File: src/sv/satellite_table_with_aging_recycle_defines.svh
// Assertion macros used by the satellite table datapath.
// Each macro expects clk and rst to be visible in the module that uses it.
`ifndef SATELLITE_TABLE_WITH_AGING_RECYCLE_DEFINES_SVH
`define SATELLITE_TABLE_WITH_AGING_RECYCLE_DEFINES_SVH

// The property must hold in the same cycle as the condition.
`define STAWR_ASSERT_IMPL(label, cond, prop, msg) \
  label: assert property (@(posedge clk) disable iff (rst) (cond) |-> (prop)) \
    else $error(msg);

// The property must hold in the cycle after the condition.
`define STAWR_ASSERT_NEXT(label, cond, prop, msg) \
  label: assert property (@(posedge clk) disable iff (rst) (cond) |=> (prop)) \
    else $error(msg);

`endif

File: src/sv/stawr_pkg.sv
// Package for the satellite table: beat types, result kinds, register indexes,
// controller command and status structs and default parameter values.
// Depends on nothing.
package stawr_pkg;

  localparam int SLOTS_DEFAULT     = 16;
  localparam int TIME_BITS_DEFAULT = 32;

  localparam int CFG_INDEX_BITS = 2;
  localparam int CFG_DATA_BITS  = 32;

  localparam logic [CFG_INDEX_BITS-1:0] REG_RECYCLE = 2'd0;
  localparam logic [CFG_INDEX_BITS-1:0] REG_RECENT  = 2'd1;

  localparam logic [31:0] RECYCLE_RESET = 32'd10000;
  localparam logic [31:0] RECENT_RESET  = 32'd10000;

  localparam logic MODE_STORE = 1'b0;
  localparam logic MODE_LIST  = 1'b1;

  localparam logic [2:0] KIND_MATCH   = 3'd0;
  localparam logic [2:0] KIND_FREE    = 3'd1;
  localparam logic [2:0] KIND_RECYCLE = 3'd2;
  localparam logic [2:0] KIND_LIST    = 3'd3;
  localparam logic [2:0] KIND_EMPTY   = 3'd4;

  typedef struct packed {
    logic        mode;
    logic [31:0] now_ticks;
    logic [7:0]  sat_number;
    logic [6:0]  elevation;
    logic [8:0]  azimuth;
    logic [6:0]  snr;
  } item_t;

  typedef struct packed {
    logic [2:0] kind;
    logic [3:0] slot;
    logic [7:0] out_number;
    logic [6:0] out_elevation;
    logic [8:0] out_azimuth;
    logic [6:0] out_snr;
    logic       last;
  } result_t;

  typedef struct packed {
    logic [6:0] snr;
    logic [8:0] azimuth;
    logic [6:0] elevation;
    logic [7:0] number;
  } payload_t;

  typedef struct packed {
    logic load;
    logic read;
    logic finish;
  } ctrl_cmd_t;

  typedef struct packed {
    logic read_last;
  } ctrl_status_t;

endpackage

File: src/sv/satellite_table_with_aging_recycle.sv
// Satellite table with aging and recycling, top level.
// Joins the controller and the datapath. Depends on stawr_pkg, stawr_ctrl and stawr_dpath.
//
// Usage: a command beat (item) is taken when start is high and busy is low.
// Mode store writes the report to the matching slot, else the lowest free slot,
// else the first slot old enough to recycle, else the slot with the oldest stamp,
// and returns one result beat with last set. Mode list returns one beat per
// valid slot younger than recent_ticks, in slot order, the final one with last
// set, or a single empty marker beat when none qualifies.
// Each item holds busy while the scan reads every slot through the registered
// read port of the slot memories and then through drain and close; a new item
// is taken only once busy has fallen. List entries appear during the scan; the
// final beat is on result in the first cycle in which busy is low again.
// Result beats are shown on result for one cycle with result_valid high; the
// receiver cannot stall, so no beat waits.
// Configuration writes (cfg_valid, always ready) are to be made only while the
// block is idle, a rule for the user that the block itself leaves unchecked.
// Synchronous reset empties the table and sets both limits to 10000 ticks.
module satellite_table_with_aging_recycle #(
  parameter int SLOTS     = stawr_pkg::SLOTS_DEFAULT,
  parameter int TIME_BITS = stawr_pkg::TIME_BITS_DEFAULT
) (
  input  logic                                 clk,
  input  logic                                 rst,
  input  logic                                 start,
  output logic                                 busy,
  input  stawr_pkg::item_t                     item,
  output logic                                 result_valid,
  output stawr_pkg::result_t                   result,
  input  logic                                 cfg_valid,
  output logic                                 cfg_ready,
  input  logic [stawr_pkg::CFG_INDEX_BITS-1:0] cfg_index,
  input  logic [stawr_pkg::CFG_DATA_BITS-1:0]  cfg_data
);

  stawr_pkg::ctrl_cmd_t    cmd;
  stawr_pkg::ctrl_status_t status;

  assign cfg_ready = 1'b1;

  stawr_ctrl u_ctrl (
    .clk    (clk),
    .rst    (rst),
    .start  (start),
    .busy   (busy),
    .cmd    (cmd),
    .status (status)
  );

  stawr_dpath #(
    .SLOTS     (SLOTS),
    .TIME_BITS (TIME_BITS)
  ) u_dpath (
    .clk          (clk),
    .rst          (rst),
    .cfg_valid    (cfg_valid && cfg_ready),
    .cfg_index    (cfg_index),
    .cfg_data     (cfg_data),
    .item         (item),
    .cmd          (cmd),
    .status       (status),
    .result_valid (result_valid),
    .result       (result)
  );

endmodule

File: src/sv/stawr_ctrl.sv
// Sequencing controller for the satellite table: accepts a command, steps the
// slot scan and closes the item. Depends on stawr_pkg.
module stawr_ctrl (
  input  logic                    clk,
  input  logic                    rst,
  input  logic                    start,
  output logic                    busy,
  output stawr_pkg::ctrl_cmd_t    cmd,
  input  stawr_pkg::ctrl_status_t status
);

  localparam logic [1:0] ST_IDLE   = 2'd0;
  localparam logic [1:0] ST_READ   = 2'd1;
  localparam logic [1:0] ST_DRAIN  = 2'd2;
  localparam logic [1:0] ST_FINISH = 2'd3;

  logic [1:0] state;
  logic [1:0] state_next;

  always_comb begin
    state_next = state;
    cmd        = '0;
    case (state)
      ST_IDLE: begin
        if (start) begin
          cmd.load   = 1'b1;
          state_next = ST_READ;
        end
      end
      ST_READ: begin
        cmd.read = 1'b1;
        if (status.read_last) begin
          state_next = ST_DRAIN;
        end
      end
      ST_DRAIN: begin
        state_next = ST_FINISH;
      end
      ST_FINISH: begin
        cmd.finish = 1'b1;
        state_next = ST_IDLE;
      end
      default: begin
        state_next = ST_IDLE;
      end
    endcase
  end

  always_ff @(posedge clk) begin
    if (rst) begin
      state <= ST_IDLE;
    end else begin
      state <= state_next;
    end
  end

  assign busy = (state != ST_IDLE);

endmodule

File: src/sv/stawr_dpath.sv
// Datapath for the satellite table: configuration registers, slot memories,
// scan accumulators and the result register. Depends on stawr_pkg and the defines header.
`include "satellite_table_with_aging_recycle_defines.svh"

module stawr_dpath #(
  parameter int SLOTS     = stawr_pkg::SLOTS_DEFAULT,
  parameter int TIME_BITS = stawr_pkg::TIME_BITS_DEFAULT
) (
  input  logic                                clk,
  input  logic                                rst,
  input  logic                                cfg_valid,
  input  logic [stawr_pkg::CFG_INDEX_BITS-1:0] cfg_index,
  input  logic [stawr_pkg::CFG_DATA_BITS-1:0]  cfg_data,
  input  stawr_pkg::item_t                    item,
  input  stawr_pkg::ctrl_cmd_t                cmd,
  output stawr_pkg::ctrl_status_t             status,
  output logic                                result_valid,
  output stawr_pkg::result_t                  result
);

  localparam int IDX_W    = (SLOTS > 1) ? $clog2(SLOTS) : 1;
  localparam int CMP_BITS = (TIME_BITS > 32) ? TIME_BITS : 32;

  logic [31:0] recycle_ticks;
  logic [31:0] recent_ticks;

  stawr_pkg::item_t item_q;
  logic [TIME_BITS-1:0] now_t;

  logic [SLOTS-1:0] valid;
  logic [TIME_BITS-1:0] stamp_mem [SLOTS];
  stawr_pkg::payload_t  pay_mem   [SLOTS];

  logic [IDX_W-1:0]     cnt;
  logic                 rd_ok;
  logic [IDX_W-1:0]     rd_idx;
  logic [TIME_BITS-1:0] stamp_q;
  stawr_pkg::payload_t  pay_q;
  logic                 val_q;

  logic                 m_found;
  logic [IDX_W-1:0]     m_idx;
  logic                 f_found;
  logic [IDX_W-1:0]     f_idx;
  logic                 r_found;
  logic [IDX_W-1:0]     r_idx;
  logic [TIME_BITS-1:0] best;
  logic [IDX_W-1:0]     b_idx;

  logic                 pend_ok;
  logic [IDX_W-1:0]     pend_idx;
  stawr_pkg::payload_t  pend_pay;

  logic [TIME_BITS-1:0] age;
  logic                 is_list;
  logic                 listed;
  logic                 aged_out;
  logic [IDX_W-1:0]     tgt_idx;
  logic [2:0]           tgt_kind;
  stawr_pkg::payload_t  new_pay;
  logic                 res_fire;
  stawr_pkg::result_t   res_next;

  always_ff @(posedge clk) begin
    if (rst) begin
      recycle_ticks <= stawr_pkg::RECYCLE_RESET;
      recent_ticks  <= stawr_pkg::RECENT_RESET;
    end else if (cfg_valid) begin
      case (cfg_index)
        stawr_pkg::REG_RECYCLE: recycle_ticks <= cfg_data;
        stawr_pkg::REG_RECENT:  recent_ticks  <= cfg_data;
        default: begin
        end
      endcase
    end
  end

  assign now_t    = TIME_BITS'(item_q.now_ticks);
  assign is_list  = (item_q.mode == stawr_pkg::MODE_LIST);
  assign age      = now_t - stamp_q;
  assign aged_out = (CMP_BITS'(age) >= CMP_BITS'(recycle_ticks));
  assign listed   = val_q && (CMP_BITS'(age) < CMP_BITS'(recent_ticks));
  assign status.read_last = (cnt == IDX_W'(SLOTS - 1));

  assign new_pay.number    = item_q.sat_number;
  assign new_pay.elevation = item_q.elevation;
  assign new_pay.azimuth   = item_q.azimuth;
  assign new_pay.snr       = item_q.snr;

  always_comb begin
    if (m_found) begin
      tgt_idx  = m_idx;
      tgt_kind = stawr_pkg::KIND_MATCH;
    end else if (f_found) begin
      tgt_idx  = f_idx;
      tgt_kind = stawr_pkg::KIND_FREE;
    end else if (r_found) begin
      tgt_idx  = r_idx;
      tgt_kind = stawr_pkg::KIND_RECYCLE;
    end else begin
      tgt_idx  = b_idx;
      tgt_kind = stawr_pkg::KIND_RECYCLE;
    end
  end

  always_ff @(posedge clk) begin
    if (cmd.load) begin
      item_q <= item;
    end
  end

  always_ff @(posedge clk) begin
    if (rst) begin
      cnt   <= '0;
      rd_ok <= 1'b0;
    end else begin
      rd_ok <= cmd.read;
      if (cmd.load) begin
        cnt <= '0;
      end else if (cmd.read) begin
        cnt <= cnt + 1'b1;
      end
    end
  end

  always_ff @(posedge clk) begin
    if (cmd.read) begin
      stamp_q <= stamp_mem[cnt];
      pay_q   <= pay_mem[cnt];
      val_q   <= valid[cnt];
      rd_idx  <= cnt;
    end
    if (cmd.finish && !is_list) begin
      stamp_mem[tgt_idx] <= now_t;
      pay_mem[tgt_idx]   <= new_pay;
    end
  end

  always_ff @(posedge clk) begin
    if (rst) begin
      valid <= '0;
    end else if (cmd.finish && !is_list) begin
      valid[tgt_idx] <= 1'b1;
    end
  end

  always_ff @(posedge clk) begin
    if (cmd.load) begin
      m_found <= 1'b0;
      m_idx   <= '0;
      f_found <= 1'b0;
      f_idx   <= '0;
      r_found <= 1'b0;
      r_idx   <= '0;
      best    <= '1;
      b_idx   <= '0;
      pend_ok <= 1'b0;
    end else if (rd_ok) begin
      if (is_list) begin
        if (listed) begin
          pend_ok  <= 1'b1;
          pend_idx <= rd_idx;
          pend_pay <= pay_q;
        end
      end else begin
        if (val_q && (pay_q.number == item_q.sat_number) && !m_found) begin
          m_found <= 1'b1;
          m_idx   <= rd_idx;
        end
        if (!val_q && !f_found) begin
          f_found <= 1'b1;
          f_idx   <= rd_idx;
        end
        if (!r_found) begin
          if (aged_out) begin
            r_found <= 1'b1;
            r_idx   <= rd_idx;
          end else if (stamp_q < best) begin
            best  <= stamp_q;
            b_idx <= rd_idx;
          end
        end
      end
    end
  end

  always_comb begin
    res_fire = 1'b0;
    res_next = '0;
    if (cmd.finish) begin
      res_fire      = 1'b1;
      res_next.last = 1'b1;
      if (!is_list) begin
        res_next.kind          = tgt_kind;
        res_next.slot          = 4'(tgt_idx);
        res_next.out_number    = new_pay.number;
        res_next.out_elevation = new_pay.elevation;
        res_next.out_azimuth   = new_pay.azimuth;
        res_next.out_snr       = new_pay.snr;
      end else if (pend_ok) begin
        res_next.kind          = stawr_pkg::KIND_LIST;
        res_next.slot          = 4'(pend_idx);
        res_next.out_number    = pend_pay.number;
        res_next.out_elevation = pend_pay.elevation;
        res_next.out_azimuth   = pend_pay.azimuth;
        res_next.out_snr       = pend_pay.snr;
      end else begin
        res_next.kind = stawr_pkg::KIND_EMPTY;
      end
    end else if (rd_ok && is_list && listed && pend_ok) begin
      res_fire               = 1'b1;
      res_next.kind          = stawr_pkg::KIND_LIST;
      res_next.slot          = 4'(pend_idx);
      res_next.out_number    = pend_pay.number;
      res_next.out_elevation = pend_pay.elevation;
      res_next.out_azimuth   = pend_pay.azimuth;
      res_next.out_snr       = pend_pay.snr;
      res_next.last          = 1'b0;
    end
  end

  always_ff @(posedge clk) begin
    if (rst) begin
      result_valid <= 1'b0;
    end else begin
      result_valid <= res_fire;
    end
    if (res_fire) begin
      result <= res_next;
    end
  end

  `STAWR_ASSERT_NEXT(a_finish_closes, cmd.finish, result_valid && result.last, "item closed without a final beat")
  `STAWR_ASSERT_IMPL(a_only_list_open, result_valid && !result.last, result.kind == stawr_pkg::KIND_LIST, "non-final beat that is not a list entry")
  `STAWR_ASSERT_IMPL(a_read_follows, rd_ok, $past(cmd.read), "slot evaluated without a read")

endmodule
File: config.mk
export PLATFORM = sky130hd
export DESIGN_NAME = satellite_table_with_aging_recycle
export DESIGN_NICKNAME = d
export VERILOG_FILES = /design/src/sv/stawr_pkg.sv /design/src/sv/satellite_table_with_aging_recycle.sv /design/src/sv/stawr_ctrl.sv /design/src/sv/stawr_dpath.sv
export VERILOG_INCLUDE_DIRS = /design/src /design/src/sv
export SDC_FILE = /design/constraint.sdc
export NUM_CORES = 2
export LEC_CHECK = 0
export BUFFER_PORTS_ARGS = -buffer_cell sky130_fd_sc_hd__buf_2
export CORE_MARGIN = 2
export CORE_UTILIZATION = 40
export DETAILED_ROUTE_END_ITERATION = 10
export PLACE_DENSITY_LB_ADDON = 0.1
export SLEW_MARGIN = 40
export SYNTH_ARGS = -nofsm -noshare
export SYNTH_HDL_FRONTEND = slang
export SYNTH_SLANG_ARGS = --single-unit
File: constraint.sdc
create_clock -name clk -period 10 [get_ports clk]
set_input_delay 0.5 -clock clk [delete_from_list [all_inputs] [get_ports clk]]
set_output_delay 0.5 -clock clk [all_outputs]
set_load 0.05 [all_outputs]
# Word level (Yosys, flattened, before mapping)
# Memories as Yosys holds them, arrays and structs flattened. A register that Yosys moved wholly into a read port is not among the register bits.
# Index checks and enable logic that the tools add are counted.
[op_classes]
addsub = 2
order_cmp = 6
eq_ne = 8
n_mux = 27
n_bitwise = 5
n_reduce_logical = 27
[op_table]
columns = ["cell", "n"]
rows = [
  ["2-to-1 mux 38 bit", 2],
  ["less-than comparator 32 bit", 2],
  ["2-to-1 mux 39 bit", 1],
  ["2-to-1 mux 35 bit", 1],
  ["greater-or-equal comparator 32 bit", 1],
  ["subtractor 32 bit", 1],
  ["OR 16 bit", 1],
  ["2-to-1 mux 1 bit", 12],
  ["2-to-1 mux 4 bit", 3],
  ["less-than comparator 4 x 5 -> 1 bit (second input constant)", 2],
  ["logical AND 1 bit", 9],
  ["AND reduction 3 bit", 3],
  ["== test 8 bit", 1],
  ["case mux 2 bit (4 select lines)", 1],
  ["AND reduction 2 bit", 4],
  ["AND reduction 4 bit", 2],
  ["2-to-1 mux 2 bit", 3],
  ["2-to-1 mux 3 bit", 2],
  ["AND reduction 5 bit", 1],
  ["adder 4 x 1 -> 4 bit (second input constant)", 1],
  ["binary-select mux 1 bit (select 4 bit)", 1],
  ["demux 1 bit (select 4 bit)", 1],
  ["== test 2 x 1 -> 1 bit (second input constant)", 2],
  ["== test 2 bit (second input constant)", 2],
  ["8 further kinds", 16],
]
[word_totals]
register_bits = 283
ram_bits = 1008
elab_cells = 113
n_memories = 2
[mem_list]
columns = ["memory", "words", "width", "read_ports", "rd_ports_with_merged_regs", "wr", "line", "source"]
rows = [
  ["u_dpath.stamp_mem", 16, 32, 1, 1, 1, "stawr_dpath.sv:31", "logic [TIME_BITS-1:0] stamp_mem [SLOTS];"],
  ["u_dpath.pay_mem", 16, 31, 1, 1, 1, "stawr_dpath.sv:32", "stawr_pkg::payload_t pay_mem [SLOTS];"],
]

# Depth between registers and ports, before layout
[logic_depth]
word_depth = 8
mapped_depth = 22
ltp_nobuf = 21

# By module
# From an unflattened synthesis, not the netlist that was laid out.
[hier_totals]
hier_cells = 2913
hier_area_um2 = 54099.4
[modules_own_cells]
columns = ["mod", "n_inst", "cells_each", "area_per_inst_um2", "seq_area_each_um2"]
rows = [
  ["stawr_dpath", 1, 2891, 53894.2, 39217.6],
  ["stawr_ctrl", 1, 20, 193.9, 40.0],
  ["satellite_table_with_aging_recycle", 1, 2, 11.3, 0.0],
]

# Worst setup path after synthesis
# Ideal clock, no wire load.
[synth_path]
path_type = "register -> register"
startpoint = "register u_dpath.item_q, in the netlist u_dpath.now_t[0]"
endpoint = "register u_dpath.pend_idx[0], enable pin"
t_arrival_ns = 6.486
required_time_ns = 9.529
path_slack_ns = 3.043
stages_incl_launch_ff = 20
synth_period_minus_slack_ns = 6.957
cell_sequence = "edfxtp_1 inv_1 ha_1 inv_1 fa_1 a211oi_1 o21bai_1 nor3b_1 o31ai_1 o31ai_1 a211oi_1 o21bai_1 xor2_1 ha_1 nand4_1 nor2_1 a2bb2oi_1 nand3_1 o31a_1 nor3_1"
[synth_via]
elab_chain_len = 4
[synth_lines]
columns = ["item", "line", "source"]
rows = [
  ["start: declaration", "stawr_dpath.sv:27", "stawr_pkg::item_t item_q;"],
  ["start signal: assignment", "stawr_dpath.sv:108", "item_q <= item;"],
  ["subtractor 32 bit", "stawr_dpath.sv:80", "assign age = now_t - stamp_q;"],
  ["less-than comparator 32 bit", "stawr_dpath.sv:82", "assign listed = val_q && (CMP_BITS'(age) < CMP_BITS'(recent_ticks));"],
  ["logical AND 1 bit", "stawr_dpath.sv:82", ""],
  ["AND reduction 4 bit (no line)", "n/a", ""],
  ["end signal: assignment", "stawr_dpath.sv:162", "pend_idx <= rd_idx;"],
  ["end: declaration", "stawr_dpath.sv:51", "logic [IDX_W-1:0] pend_idx;"],
]
# Every way passes these cells.
# A chain may end at the register's enable or synchronous reset.

# Final worst setup path
[layout_path]
startpoint = "register u_dpath.item_q, in the netlist u_dpath.now_t[0]"
endpoint = "register u_dpath.result_valid"
[layout_via]
elab_chain_len = 7
[layout_lines]
columns = ["item", "line", "source"]
rows = [
  ["subtractor 32 bit", "stawr_dpath.sv:80", ""],
  ["less-than comparator 32 bit", "stawr_dpath.sv:82", ""],
  ["logical AND 1 bit", "stawr_dpath.sv:82", ""],
  ["logical AND 1 bit (2 in a row)", "stawr_dpath.sv:210", "end else if (rd_ok && is_list && listed && pend_ok) begin"],
  ["2-to-1 mux 1 bit", "stawr_dpath.sv:210", ""],
  ["2-to-1 mux 1 bit", "stawr_dpath.sv:190", "if (cmd.finish) begin"],
  ["net u_dpath.res_fire", "stawr_dpath.sv:61", "logic res_fire;"],
  ["end signal: assignment", "stawr_dpath.sv:226", "result_valid <= res_fire;"],
  ["end: declaration", "stawr_dpath.sv:17", "output logic result_valid,"],
]
# The timed path passes the listed nets, and every way through them passes these cells.

==> results.sh <==
export IMPL_synth_top_area_cell="edfxtp_1"
export IMPL_syn_area_per_cell_um2=18.3
export IMPL_cpPeakStageDelay_ps=620
export IMPL_ctsRootBufferMaster="clkbuf_16"
export IMPL_slew_violations=0
export IMPL_numCtsBuffers=146
export IMPL_required_ps=10640
export IMPL_initial_utilization_pct=40.3
export IMPL_finalCritPeriodShare_pct=65.6
export IMPL_num_rows=134
export IMPL_path_delay_family="compound AO/OA/AOI/OAI gates"
export IMPL_ir_drop_mv=0.210
export IMPL_cts_hold_buf=96
export IMPL_nets=3506
export IMPL_path_clk_slew_ps=60
export IMPL_hold_path_class="in2reg"
export IMPL_end_kind="flop"
export IMPL_clock_latency_ps=780
export IMPL_yosysTopAreaCellShare_pct=67.7
export IMPL_route_detailed_drc=0
export IMPL_drive_above_1_share_pct=22.6
export IMPL_clockBufferDepth=3
export IMPL_synthTopCellsByCount="edfxtp_1, mux4_2, nand2_1, a21oi_1"
export IMPL_dr_pass1_iters=6
export IMPL_syn_num_nets=3185
export IMPL_antenna_found_initial=3
export IMPL_async_flop_share_pct=0
export IMPL_nFillCells=11198
export IMPL_core_area_um2=134000
export IMPL_clock_sinks=1354
export IMPL_worstPathArrival_ps=7200
export IMPL_numPortBuffers=142
export IMPL_finalHoldViolCount=0
export IMPL_finalSetupTns_ps=0
export IMPL_rsz0062_at_grt="no"
export IMPL_yosys_top_cells_area="edfxtp_1, mux4_2, dfxtp_1"
export IMPL_routedWlPerCell_um=27.0
export IMPL_fin_crit_ps=6560
export IMPL_die_width_um=371
export IMPL_ys_ff_latch=1354
export IMPL_grt_usage_pct=20.4
export IMPL_start_kind="flop"
export IMPL_grt_pass1_vias=29382
export IMPL_skew_ps=32.2
export IMPL_cp_slowest_cell="edfxtp_1"
export IMPL_ios=144
export IMPL_gp_congestion=0.820
export IMPL_setup_viol=0
export IMPL_powerDensity_nw_per_um2=249
export IMPL_die_h_um=371
export IMPL_cts_tree="done"
export IMPL_ys_warnings_count=0
export IMPL_synth_cell_type_count=66
export IMPL_max_cap_viol_count=0
export IMPL_synth_area_um2=53900
export IMPL_multiInputGateArea_um2=13800
export IMPL_cts_resized=0
export IMPL_crit_path_cell_trace="inv_1 > ha_1 > inv_1 > fa_1 > a211oi_1 > o21bai_1 > nor3b_1 > o31ai_1 > o31ai_1 > a211oi_1 > o21bai_1 > xor2_1 > ha_1 > nand4_1 > or4_1 > a41oi_1 > o31a_1 > nor2_1 > a21o_2 > buf_4 > nor2b_1"
export IMPL_fp_dieArea_um2=138000
export IMPL_ant_nets=0
export IMPL_crit_fanout=40
export IMPL_dp_hpwl_um=75700
export IMPL_worst_pin_slew_ps=866
export IMPL_grt_overflow=0
export IMPL_post_cts_setup_buffers=0
export IMPL_ys_dominant_reg_cell="edfxtp_1"
export IMPL_fmax_ghz=0.152
export IMPL_via_count=28351
export IMPL_relSlewSlack_pct=42.1
export IMPL_drt_vias_per_instance=5.50
export IMPL_postSynthCellCount=2951
export IMPL_finalPower_mw=15.7
export IMPL_synthToLayoutAreaGrowth_pct=16.7
export IMPL_path_buf_inv=3
export IMPL_drt_wl_total_um=139000
export IMPL_drtIter0Drc=2308
export IMPL_cts_htree_levels=4
export IMPL_outcome="finished clean"
export IMPL_synth_edff_count=1214
export IMPL_grt_start_max_net_pins=89
export IMPL_post_synth_top_count_cell="edfxtp_1"
export IMPL_seq_area_frac_synth_pct=72.9
export IMPL_p_leak_nw=20.8
export IMPL_grt_pass1_wl_um=201000
export IMPL_path_class="reg2reg"
export IMPL_seq_area_um2=39300
## registers in the layout (all words and copies together) (netlist names), 2 cells and up
name                   flops
u_dpath.stamp_mem        512
u_dpath.item_q            31
u_dpath.cnt                4
u_dpath.result            39
u_dpath.stamp_q           32
u_dpath.rd_idx             4
u_dpath.recent_ticks      32
u_dpath.b_idx              4
u_dpath.pay_q             31
u_dpath.valid             16
u_dpath.best              32
u_dpath.f_idx              4
u_dpath.pay_mem          496
u_dpath.r_idx              4
u_dpath.m_idx              4
u_dpath.recycle_ticks     32
u_dpath.pend_idx           4
u_dpath.now_t             32
u_dpath.pend_pay          31
u_ctrl.state               2
## report_power, final
group | switching, mW | leakage (nW) | internal (mW)
combinational | 1.86 | 6.36 | 1.33
sequential | 0.434 | 12.1 | 6.74
clock | 2.21 | 2.30 | 3.10
## cells by family after synthesis
family,Yosys count,share of synthesized area (%)
AO/OA/AOI/OAI,354,3.98
buffers and inverters,273,1.96
flip-flops,1354,72.9
multiplexers,341,13.8
XOR/XNOR,41,0.667
AND/OR/NAND/NOR,455,3.65
other,1,0.00696
adder cells (fa/ha/maj),132,3.08
## layout by cell type, fill, tap and decap left out, types with 26 or more instances in the layout
cell              n
edfxtp_1       1214
mux4_2          320
nand2_1         231
clkbuf_16       151
a21oi_1         144
buf_2           142
inv_1           140
dfxtp_1         136
ha_1            130
dlygate4sd3_1    96
nor2_1           94
o21ai_0          68
nor3_1           46
clkbuf_1         38
buf_4            36
a21o_1           29
clkinv_1         26
## worst reg2reg max path: stages, from the launching register on
cell	delay, ps
edfxtp_1	620
inv_1	150
ha_1	170
inv_1	50
fa_1	420
a211oi_1	240
o21bai_1	170
nor3b_1	210
o31ai_1	500
o31ai_1	240
a211oi_1	620
o21bai_1	140
xor2_1	200
ha_1	320
nand4_1	150
or4_1	550
a41oi_1	230
o31a_1	480
nor2_1	130
a21o_2	230
buf_4	340
nor2b_1	260
## final cells by class
type / count / area share [%]
Sequential cell: 1354 / 62.5
Multi-Input combinational cell: 1324 / 21.9
Clock buffer: 198 / 6.43
Timing Repair Buffer: 305 / 3.77
Tap cell: 1768 / 3.52
Clock inverter: 67 / 1.04
Inverter: 141 / 0.846
Antenna cell: 1 / 0.00398
## routing by layer
metal  share of wire, %  vias to the layer above  global-route usage, %
li1                   -                    12349                      -
met1                 44                    15002                   28.6
met2                 49                      831                   33.6
met3                5.1                      167                   3.11
met4                1.7                        2                   5.04
met5             0.0079                        -                      0
## worst paths after layout
check,from,end,slack [ps],cells past startpoint
worst max-delay path,u_dpath.now_t[0],u_dpath.result_valid,3440,21
worst min-delay path,start,u_ctrl.state[0],220,4
worst max register to register,u_dpath.now_t[0],u_dpath.result_valid,3440,21
worst min register to register,u_dpath.pay_q[10],u_dpath.pend_pay[10],420,0
## through the flow
stage	util (%)	hold slack, ps	setup WS, ps	cells	cell area [µm²]
after floorplan	-	400	3040	2951	53900
after global placement	42.6	401	3500	4786	56900
after detailed placement	42.8	405	3450	4796	57200
after CTS	47.0	178	3430	5157	62800
after global routing	47.0	232	2940	5158	62800
final	47.0	217	3440	5158	62800
No activity file was read; power rests on OpenSTA's default activity.
